[src/rtl/core/wbpp_pkg.sv]
// ---------------------------------------------------------------------------
// wbpp_pkg - shared types and constants of the boundary peak picker
// Register map, weight format and the control words passed between the
// sequencer and its arithmetic and compare units.
// ---------------------------------------------------------------------------
`timescale 1ns / 1ps

package wbpp_pkg;

  // weight format: unsigned Q0.16
  localparam int WEIGHT_W  = 16;
  // window span register width
  localparam int SPAN_W    = 4;
  // config port widths
  localparam int CFG_W     = 16;
  localparam int CFG_IDX_W = 2;
  // weighted sum is brought back to Q0 and halved
  localparam int SUM_SHIFT = WEIGHT_W + 1;

  // register reset values
  localparam logic [WEIGHT_W-1:0] WEIGHT_ONSET_RST = 16'd32768;
  localparam logic [WEIGHT_W-1:0] WEIGHT_PITCH_RST = 16'd16384;
  localparam logic [WEIGHT_W-1:0] WEIGHT_REST_RST  = 16'd16384;
  localparam logic [SPAN_W-1:0]   WINDOW_SPAN_RST  = 4'd4;

  // register indexes
  typedef enum logic [CFG_IDX_W-1:0] {
    REG_WEIGHT_ONSET = 2'd0,
    REG_WEIGHT_PITCH = 2'd1,
    REG_WEIGHT_REST  = 2'd2,
    REG_WINDOW_SPAN  = 2'd3
  } cfg_reg_t;

  // term picked by the shared multiplier
  typedef enum logic [1:0] {
    TERM_ONSET = 2'd0,
    TERM_PITCH = 2'd1,
    TERM_REST  = 2'd2
  } term_sel_t;

  // multiply-accumulate control word
  typedef struct packed {
    logic      load;
    logic      clear;
    logic      mul_en;
    logic      acc_en;
    term_sel_t sel;
  } mac_ctl_t;

  // window compare control word
  typedef struct packed {
    logic load_center;
    logic compare;
  } cmp_ctl_t;

endpackage

[src/rtl/core/wbpp_ram.sv]
// ---------------------------------------------------------------------------
// wbpp_ram - generic single write, single read RAM
// One write port and one read port, read data registered.
// ---------------------------------------------------------------------------
`timescale 1ns / 1ps

module wbpp_ram #(
  parameter int WIDTH = 17,
  parameter int DEPTH = 32
) (
  input  logic                     clk,
  input  logic                     we,
  input  logic [$clog2(DEPTH)-1:0] waddr,
  input  logic [WIDTH-1:0]         wdata,
  input  logic [$clog2(DEPTH)-1:0] raddr,
  output logic [WIDTH-1:0]         rdata
);

  logic [WIDTH-1:0] mem [DEPTH];
  logic [WIDTH-1:0] rdata_r;

  // write port and registered read
  always_ff @(posedge clk) begin
    if (we) begin
      mem[waddr] <= wdata;
    end
    rdata_r <= mem[raddr];
  end

  assign rdata = rdata_r;

endmodule

[src/rtl/core/wbpp_mac.sv]
// ---------------------------------------------------------------------------
// wbpp_mac - shared multiplier and accumulator
// Holds the three strengths of a word and forms the weighted sum one
// product per cycle, with a register between multiplier and adder.
// ---------------------------------------------------------------------------
`timescale 1ns / 1ps

module wbpp_mac #(
  parameter int STRENGTH_BITS = 16
) (
  input  logic                                        clk,
  input  wbpp_pkg::mac_ctl_t                          ctl,
  input  logic [STRENGTH_BITS-1:0]                    pitch_in,
  input  logic [STRENGTH_BITS-1:0]                    onset_in,
  input  logic [STRENGTH_BITS-1:0]                    rest_in,
  input  logic [wbpp_pkg::WEIGHT_W-1:0]               wt_onset,
  input  logic [wbpp_pkg::WEIGHT_W-1:0]               wt_pitch,
  input  logic [wbpp_pkg::WEIGHT_W-1:0]               wt_rest,
  output logic [STRENGTH_BITS+wbpp_pkg::WEIGHT_W+1:0] acc
);

  localparam int PROD_W = STRENGTH_BITS + wbpp_pkg::WEIGHT_W;
  localparam int ACC_W  = PROD_W + 2;

  logic [STRENGTH_BITS-1:0]      pitch_r;
  logic [STRENGTH_BITS-1:0]      onset_r;
  logic [STRENGTH_BITS-1:0]      rest_r;
  logic [STRENGTH_BITS-1:0]      op_s;
  logic [wbpp_pkg::WEIGHT_W-1:0] op_w;
  logic [PROD_W-1:0]             prod_r;
  logic [ACC_W-1:0]              acc_r;

  // operand select
  always_comb begin
    unique case (ctl.sel)
      wbpp_pkg::TERM_ONSET: begin
        op_s = onset_r;
        op_w = wt_onset;
      end
      wbpp_pkg::TERM_PITCH: begin
        op_s = pitch_r;
        op_w = wt_pitch;
      end
      wbpp_pkg::TERM_REST: begin
        op_s = rest_r;
        op_w = wt_rest;
      end
      default: begin
        op_s = '0;
        op_w = '0;
      end
    endcase
  end

  // operand capture, product register, accumulator
  always_ff @(posedge clk) begin
    if (ctl.load) begin
      pitch_r <= pitch_in;
      onset_r <= onset_in;
      rest_r  <= rest_in;
    end
    if (ctl.mul_en) begin
      prod_r <= PROD_W'(op_s) * PROD_W'(op_w);
    end
    if (ctl.clear) begin
      acc_r <= '0;
    end else if (ctl.acc_en) begin
      acc_r <= acc_r + ACC_W'(prod_r);
    end
  end

  assign acc = acc_r;

endmodule

[src/rtl/core/wbpp_cmp.sv]
// ---------------------------------------------------------------------------
// wbpp_cmp - window compare unit
// Holds the value under test and clears the peak flag when any value
// read from the window is larger.
// ---------------------------------------------------------------------------
`timescale 1ns / 1ps

module wbpp_cmp #(
  parameter int WIDTH = 17
) (
  input  logic               clk,
  input  wbpp_pkg::cmp_ctl_t ctl,
  input  logic [WIDTH-1:0]   rd_data,
  output logic [WIDTH-1:0]   center,
  output logic               peak
);

  logic [WIDTH-1:0] center_r;
  logic             peak_r;

  // center capture and running peak test
  always_ff @(posedge clk) begin
    if (ctl.load_center) begin
      center_r <= rd_data;
      peak_r   <= 1'b1;
    end else if (ctl.compare && (center_r < rd_data)) begin
      peak_r <= 1'b0;
    end
  end

  assign center = center_r;
  assign peak   = peak_r;

endmodule

[src/rtl/core/weighted_boundary_peak_picker_top.sv]
// ---------------------------------------------------------------------------
// weighted_boundary_peak_picker_top - boundary peak picker
// Combines three boundary strengths per note position and marks positions
// that are local maxima within a window of +/- span positions.
// ---------------------------------------------------------------------------
// Usage:
//   in_*  : one word per note position (three strengths, final_note flag).
//   out_* : one word per reported position, oldest first. A position is
//           reported once span later positions have arrived; a word with
//           final_note set flushes the rest of the part, the last result
//           carrying out_last_of_part.
//   cfg_* : weights and window span, written while the block is idle.
// Timing: in_ready is high only between words. Each result reads up to
//   2*span+1 window entries. The time a word takes is set by the single
//   read port of the window RAM, one window entry per cycle, and the
//   shared multiplier, one product per cycle.
// Reset: weights and span return to their defaults, the part starts empty,
//   no result is pending. The window RAM is not cleared.
// Stall: a result waits in the output register; the sequencer holds a further
//   result until it is taken, and the next word may be accepted while the last one waits.
// ---------------------------------------------------------------------------
`timescale 1ns / 1ps

module weighted_boundary_peak_picker_top #(
  parameter int MAX_SPAN      = 8,
  parameter int STRENGTH_BITS = 16
) (
  input  logic                              clk,
  input  logic                              rst_n,
  // input channel
  input  logic                              in_valid,
  output logic                              in_ready,
  input  logic [STRENGTH_BITS-1:0]          in_pitch_strength,
  input  logic [STRENGTH_BITS-1:0]          in_onset_strength,
  input  logic [STRENGTH_BITS-1:0]          in_rest_strength,
  input  logic                              in_final_note,
  // result channel
  output logic                              out_valid,
  input  logic                              out_ready,
  output logic [STRENGTH_BITS:0]            out_combined_strength,
  output logic                              out_is_boundary,
  output logic                              out_last_of_part,
  // config port
  input  logic                              cfg_we,
  input  logic [wbpp_pkg::CFG_IDX_W-1:0]    cfg_index,
  input  logic [wbpp_pkg::CFG_W-1:0]        cfg_wdata
);

  localparam int VAL_W  = STRENGTH_BITS + 1;
  localparam int ACC_W  = STRENGTH_BITS + wbpp_pkg::WEIGHT_W + 2;
  localparam int WIN_D  = 2 * MAX_SPAN + 1;
  localparam int AW     = $clog2(WIN_D);
  localparam int RING_D = 2 ** AW;
  localparam int CW     = $clog2(MAX_SPAN + 2);

  typedef enum logic [7:0] {
    ST_IDLE   = 8'b0000_0001,
    ST_MUL    = 8'b0000_0010,
    ST_WRITE  = 8'b0000_0100,
    ST_CHECK  = 8'b0000_1000,
    ST_START  = 8'b0001_0000,
    ST_CENTER = 8'b0010_0000,
    ST_SCAN   = 8'b0100_0000,
    ST_EMIT   = 8'b1000_0000
  } state_t;

  // config registers
  logic [wbpp_pkg::WEIGHT_W-1:0] w_onset_r, w_pitch_r, w_rest_r;
  logic [wbpp_pkg::SPAN_W-1:0]   win_span_r;

  // sequencer state
  state_t          state_r, state_nxt;
  logic [1:0]      cnt_r, cnt_nxt;
  logic [AW-1:0]   head_r, head_nxt;
  logic [CW-1:0]   items_r, items_nxt;
  logic [CW-1:0]   emit_r, emit_nxt;
  logic            final_r, final_nxt;
  logic [AW-1:0]   j_r, j_nxt;
  logic [AW-1:0]   hi_r, hi_nxt;
  logic            out_valid_r, out_valid_nxt;
  logic [VAL_W-1:0] out_comb_r;
  logic            out_bnd_r;
  logic            out_last_r;
  logic            out_load;

  // datapath links
  wbpp_pkg::mac_ctl_t mac_ctl;
  wbpp_pkg::cmp_ctl_t cmp_ctl;
  logic [ACC_W-1:0]   acc;
  logic [VAL_W-1:0]   value;
  logic               ram_we;
  logic [AW-1:0]      ram_waddr;
  logic [AW-1:0]      ram_raddr;
  logic [VAL_W-1:0]   ram_rdata;
  logic [VAL_W-1:0]   center;
  logic               peak;

  // window geometry
  logic [CW-1:0] span;
  logic [CW-1:0] at;
  logic [CW-1:0] right;
  logic [CW-1:0] left;
  logic [AW-1:0] lo;
  logic [AW-1:0] hi;
  logic          due;

  // config register writes
  always_ff @(posedge clk) begin
    if (!rst_n) begin
      w_onset_r  <= wbpp_pkg::WEIGHT_ONSET_RST;
      w_pitch_r  <= wbpp_pkg::WEIGHT_PITCH_RST;
      w_rest_r   <= wbpp_pkg::WEIGHT_REST_RST;
      win_span_r <= wbpp_pkg::WINDOW_SPAN_RST;
    end else if (cfg_we) begin
      unique case (wbpp_pkg::cfg_reg_t'(cfg_index))
        wbpp_pkg::REG_WEIGHT_ONSET: w_onset_r  <= cfg_wdata;
        wbpp_pkg::REG_WEIGHT_PITCH: w_pitch_r  <= cfg_wdata;
        wbpp_pkg::REG_WEIGHT_REST:  w_rest_r   <= cfg_wdata;
        wbpp_pkg::REG_WINDOW_SPAN:  win_span_r <= cfg_wdata[wbpp_pkg::SPAN_W-1:0];
        default: ;
      endcase
    end
  end

  // shared multiply-accumulate
  wbpp_mac #(
    .STRENGTH_BITS (STRENGTH_BITS)
  ) u_mac (
    .clk      (clk),
    .ctl      (mac_ctl),
    .pitch_in (in_pitch_strength),
    .onset_in (in_onset_strength),
    .rest_in  (in_rest_strength),
    .wt_onset (w_onset_r),
    .wt_pitch (w_pitch_r),
    .wt_rest  (w_rest_r),
    .acc      (acc)
  );

  // weighted sum back to Q0, halved
  assign value = acc[ACC_W-1:wbpp_pkg::SUM_SHIFT];

  // window ring, newest position at head
  wbpp_ram #(
    .WIDTH (VAL_W),
    .DEPTH (RING_D)
  ) u_win (
    .clk   (clk),
    .we    (ram_we),
    .waddr (ram_waddr),
    .wdata (value),
    .raddr (ram_raddr),
    .rdata (ram_rdata)
  );

  // window compare
  wbpp_cmp #(
    .WIDTH (VAL_W)
  ) u_cmp (
    .clk     (clk),
    .ctl     (cmp_ctl),
    .rd_data (ram_rdata),
    .center  (center),
    .peak    (peak)
  );

  // effective span and window bounds of the oldest pending position
  always_comb begin
    if (int'(win_span_r) > MAX_SPAN) begin
      span = CW'(MAX_SPAN);
    end else begin
      span = CW'(win_span_r);
    end
    at    = items_r - CW'(1);
    right = (span < at) ? span : at;
    left  = (span < emit_r) ? span : emit_r;
    lo    = AW'(at) - AW'(right);
    hi    = AW'(at) + AW'(left);
    due   = (items_r > span) || (final_r && (items_r != '0));
  end

  // window read address
  always_comb begin
    unique case (state_r)
      ST_START:  ram_raddr = head_r - AW'(at);
      ST_CENTER: ram_raddr = head_r - j_r;
      ST_SCAN:   ram_raddr = head_r - (j_r + AW'(1));
      default:   ram_raddr = head_r;
    endcase
  end

  assign ram_waddr = head_r + AW'(1);

  // sequencer
  always_comb begin
    state_nxt     = state_r;
    cnt_nxt       = cnt_r;
    head_nxt      = head_r;
    items_nxt     = items_r;
    emit_nxt      = emit_r;
    final_nxt     = final_r;
    j_nxt         = j_r;
    hi_nxt        = hi_r;
    out_valid_nxt = out_valid_r;
    out_load      = 1'b0;
    mac_ctl       = '0;
    cmp_ctl       = '0;
    ram_we        = 1'b0;

    // result taken by the receiver
    if (out_valid_r && out_ready) begin
      out_valid_nxt = 1'b0;
    end

    unique case (state_r)
      ST_IDLE: begin
        if (in_valid) begin
          mac_ctl.load = 1'b1;
          final_nxt    = in_final_note;
          cnt_nxt      = '0;
          state_nxt    = ST_MUL;
        end
      end
      // three products, one per cycle, then the last add
      ST_MUL: begin
        mac_ctl.clear  = (cnt_r == 2'd0);
        mac_ctl.acc_en = (cnt_r != 2'd0);
        mac_ctl.mul_en = (cnt_r != 2'd3);
        unique case (cnt_r)
          2'd0:    mac_ctl.sel = wbpp_pkg::TERM_ONSET;
          2'd1:    mac_ctl.sel = wbpp_pkg::TERM_PITCH;
          default: mac_ctl.sel = wbpp_pkg::TERM_REST;
        endcase
        if (cnt_r == 2'd3) begin
          state_nxt = ST_WRITE;
        end else begin
          cnt_nxt = cnt_r + 2'd1;
        end
      end
      // push the new value into the window
      ST_WRITE: begin
        ram_we   = 1'b1;
        head_nxt = head_r + AW'(1);
        if (items_r < CW'(MAX_SPAN + 1)) begin
          items_nxt = items_r + CW'(1);
        end
        state_nxt = ST_CHECK;
      end
      // release due positions, restart the part after the final one
      ST_CHECK: begin
        if (due) begin
          state_nxt = ST_START;
        end else begin
          if (final_r) begin
            items_nxt = '0;
            emit_nxt  = '0;
          end
          state_nxt = ST_IDLE;
        end
      end
      ST_START: begin
        j_nxt     = lo;
        hi_nxt    = hi;
        state_nxt = ST_CENTER;
      end
      ST_CENTER: begin
        cmp_ctl.load_center = 1'b1;
        state_nxt           = ST_SCAN;
      end
      // one window entry per cycle
      ST_SCAN: begin
        cmp_ctl.compare = 1'b1;
        if (j_r == hi_r) begin
          state_nxt = ST_EMIT;
        end else begin
          j_nxt = j_r + AW'(1);
        end
      end
      // hand the result to the output register
      ST_EMIT: begin
        if (!out_valid_r || out_ready) begin
          out_load      = 1'b1;
          out_valid_nxt = 1'b1;
          items_nxt     = items_r - CW'(1);
          if (emit_r < CW'(MAX_SPAN)) begin
            emit_nxt = emit_r + CW'(1);
          end
          state_nxt = ST_CHECK;
        end
      end
      default: state_nxt = ST_IDLE;
    endcase
  end

  // control registers
  always_ff @(posedge clk) begin
    if (!rst_n) begin
      state_r     <= ST_IDLE;
      cnt_r       <= '0;
      head_r      <= '0;
      items_r     <= '0;
      emit_r      <= '0;
      final_r     <= 1'b0;
      out_valid_r <= 1'b0;
    end else begin
      state_r     <= state_nxt;
      cnt_r       <= cnt_nxt;
      head_r      <= head_nxt;
      items_r     <= items_nxt;
      emit_r      <= emit_nxt;
      final_r     <= final_nxt;
      out_valid_r <= out_valid_nxt;
    end
  end

  // window bounds and output word
  always_ff @(posedge clk) begin
    j_r  <= j_nxt;
    hi_r <= hi_nxt;
    if (out_load) begin
      out_comb_r <= center;
      out_bnd_r  <= peak;
      out_last_r <= final_r && (at == '0);
    end
  end

  assign in_ready              = (state_r == ST_IDLE);
  assign out_valid             = out_valid_r;
  assign out_combined_strength = out_comb_r;
  assign out_is_boundary       = out_bnd_r;
  assign out_last_of_part      = out_last_r;

endmodule

[config.mk]
export PLATFORM = sky130hd
export DESIGN_NAME = weighted_boundary_peak_picker_top
export DESIGN_NICKNAME = d
export VERILOG_FILES = /design/src/rtl/core/wbpp_pkg.sv /design/src/rtl/core/wbpp_ram.sv /design/src/rtl/core/wbpp_mac.sv /design/src/rtl/core/wbpp_cmp.sv /design/src/rtl/core/weighted_boundary_peak_picker_top.sv
export SDC_FILE = /design/constraint.sdc
export NUM_CORES = 2
export LEC_CHECK = 0
export ABC_AREA = 1
export BUFFER_PORTS_ARGS = -buffer_cell sky130_fd_sc_hd__buf_2
export CAP_MARGIN = 20
export CORE_MARGIN = 4
export CORE_UTILIZATION = 61
export DETAILED_ROUTE_END_ITERATION = 8
export PLACE_DENSITY = 0.78
export SYNTH_ARGS = -nofsm -noshare
export SYNTH_HDL_FRONTEND = slang
export SYNTH_SLANG_ARGS = --single-unit
[constraint.sdc]
create_clock -name clk -period 7.1 [get_ports clk]
set_clock_uncertainty 0.1 [all_clocks]
set_input_delay 0.71 -clock clk [delete_from_list [all_inputs] [get_ports clk]]
set_output_delay 0.71 -clock clk [all_outputs]
set_load 0.02 [all_outputs]
==> results.toml <==
[sta]
relSlewSlack_pct = 29.29
setup_viol = 0
finalMaxSlewViolations = 0
layout_worst_path_cycle_share_pct = 95.96
rsz0062_at_grt = "true"
holdWs_ps = 152.3
fmax_mhz = 146.8
period_needed_ps = 6813
layout_setup_ws_ps = 287.0
hold_viol_final = 0
worst_pin_slew_ps = 1060

[floorplan]
io_pins = 93
dieArea_mm2 = 0.07793
row_count = 99
fp.dieW_um = 279.2
coreArea_mm2 = 0.07296
die_h_um = 279.2
initial_utilization_pct = 61.48

[drt]
drc_errors = 0
wl_mm = 114.8
dr_total_vias = 33530
ant_nets = 0
firstDrtPassIters = 7
drt_iter0_markers = 3714
wl_per_cell_um = 19.26
drt-vias-per-instance = 5.626

[synth]
ys_types = 57
netlist.area_leader.share_pct = 44.85
synth_warnings = 0
synth_area_leaders = "edfxtp_1 45%, fa_1 8.8%, nand2_1 8.6%"
syn_area_mm2 = 0.04485
ys_seq_area_share_pct = 50.61
ys_ff_latch = 799
synth.largest_area_cell = "edfxtp_1"
synth_edf_count = 670
synthFlopType = "edfxtp_1"
syn_inst = 4801
async_reset_ff_share_pct = 0
syn_area_per_cell_um2 = 9.343
synthesis.nets = 5260

[global_routing]
grt_max_degree = 147
grt_pass1_vias = 32910
antenna_found_initial = 0
gr-total-overflow = 0
grt_pass1_wl_mm = 177.1
grt_use_total_pct = 28.99

[layout]
layout-drive-gt1-share_pct = 8.800
layout_common_cells = "1025 x nand2_1, 941 x inv_1, 670 x edfxtp_1, 584 x nand3_1, 328 x nor2_1"
fin_nets = 5393
layout.cells.most_common = "nand2_1"
multi_input_area_mm2 = 0.01786
fillers = 5428
antennaDiodeCount = 0
regArea_mm2 = 0.02270
finalNonFillerCells = 5959
syn_to_final_growth_pct = 10.28

[run_status]
status = "finished clean"

[clock_network]
cts_buffers = 82
clk_pin_slew_worst_paths_ps = 60
cts_buffer_depth = 3
cts-hold-fix-buffers = 0
numClockSinks = 799
insertion_delay_ps = 630
htreeDepth = 3
cts-root-buf = "clkbuf_16"
cts_tree = "built"

[worst_setup_path]
required_ps = 7370
setup.worst_path.start_class = "register"
crit_arrival_ps = 7080
slowest_stage = "fa_1"
critPathMaxStageDelay_ps = 570
r2r_setup_slack_ps = 290
worst_path_most_repeated_cell = "fa_1"
path_class = "register to register"
end_kind = "register"
crit_fanout = 15

[hold_path]
worst_hold_path_type = "input port to register"

[placement]
pre_cts_ws_ps = 141.3
dp_cells = 5801
place_congestion = 0.9535
port_buffers = 92
place_hpwl_mm = 75.78

[power]
powerDensity_mw_per_mm2 = 243.4
power_leakage_nw = 22.67
peakVddDrop_v = 0.0002437

[job]
maxCapViolCount = 0
[path summary, 6_finish.rpt]
check | start | end | cells after the start
max reg2reg | state_r[6] | u_mac.prod_r[26] | 30
min reg2reg | u_win.rdata[2] | u_cmp.center[2] | 0
min | in_onset_strength[6] | u_mac.onset_r[6] | 1
max | state_r[6] | u_mac.prod_r[26] | 30
[worst max-delay path, delay by kind of cell, from the launching register on]
kind                       cells  cell delay [ps]
xor gates and xnor gates       1               70
adders and majority gates      7             3390
DFF                            1              330
and+or+nand+nor               13             1830
buffers and inverters          9              830
[sequential cells by signal, summed over array words and instances (netlist names), 8 cells and up]
| signal | count |
|---|---|
| u_cmp.center | 17 |
| w_onset_r | 16 |
| u_mac.acc | 34 |
| u_mac.prod_r | 32 |
| u_win.rdata | 17 |
| state_r | 8 |
| u_win.mem | 544 |
| u_mac.onset_r | 16 |
| u_mac.rest_r | 16 |
| w_pitch_r | 16 |
| w_rest_r | 16 |
| u_mac.pitch_r | 16 |
| out_combined_strength | 17 |
[layout make-up]
class	count	area share, %
Timing Repair Buffer	210	2.881
Clock inverter	49	0.8980
Clock buffer	101	4.376
Multi-Input combinational cell	2868	36.11
Sequential cell	799	45.90
Tap cell	959	2.426
Inverter	973	7.414
[Yosys cell counts (6+ instances only)]
| cell type | count |
|---|---|
| xnor2_1 | 21 |
| a22o_1 | 15 |
| nand2_2 | 6 |
| buf_2 | 80 |
| nand3_1 | 589 |
| fa_1 | 198 |
| dfxtp_1 | 129 |
| buf_4 | 8 |
| nor3_1 | 20 |
| edfxtp_1 | 670 |
| xor2_1 | 32 |
| a21oi_1 | 140 |
| nand2_1 | 1030 |
| ha_1 | 189 |
| nor2_1 | 338 |
| inv_2 | 27 |
| and3_1 | 8 |
| inv_1 | 944 |
| a21o_1 | 11 |
| nor2_2 | 10 |
| buf_6 | 10 |
| o21ai_0 | 159 |
| clkbuf_1 | 61 |
| nand4_1 | 16 |
| a31oi_1 | 13 |
| nor2_4 | 6 |
[cell families after synthesis]
logic type | after synthesis | synth area share, %
AND/OR/NAND/NOR | 2051 | 19.59
flip-flops | 799 | 50.61
XOR/XNOR | 53 | 1.035
AO/OA/AOI/OAI | 376 | 4.672
adder cells (fa/ha/maj) | 387 | 14.11
buffers and inverters | 1135 | 9.981
[metrics by stage]
step | total power [mW] | TNS (ps) | cell area (um^2) | utilization, %
after floorplan | 7.074 | 0 | 44850 | -
after global placement | 7.792 | 0 | 46640 | 63.93
after detailed placement | 7.835 | 0 | 46640 | 63.93
after CTS | 11.96 | 0 | 49250 | 67.50
after global routing | 12.55 | -285.8 | 49460 | 67.80
final | 12.04 | 0 | 49460 | 67.80
[layer usage]
metal	part of all wire, %	track usage [%]
met1	37	37.06
met2	50	49.58
met3	8.8	3.846
met4	4.8	13.35
met5	0	0
[where the power goes]
group / internal (mW) / switching, mW / leakage [nW]
clock: 2.37 / 1.80 / 1.27
combinational: 0.750 / 1.60 / 14.4
sequential: 5.46 / 0.0574 / 6.99
[repair_timing]
action | CTS | global route
resized for setup | 0 | 49
buffers inserted | 0 | 6
endpoints found under the setup margin | 0 | 16
Note: power is estimated with default switching activity, not from simulation.
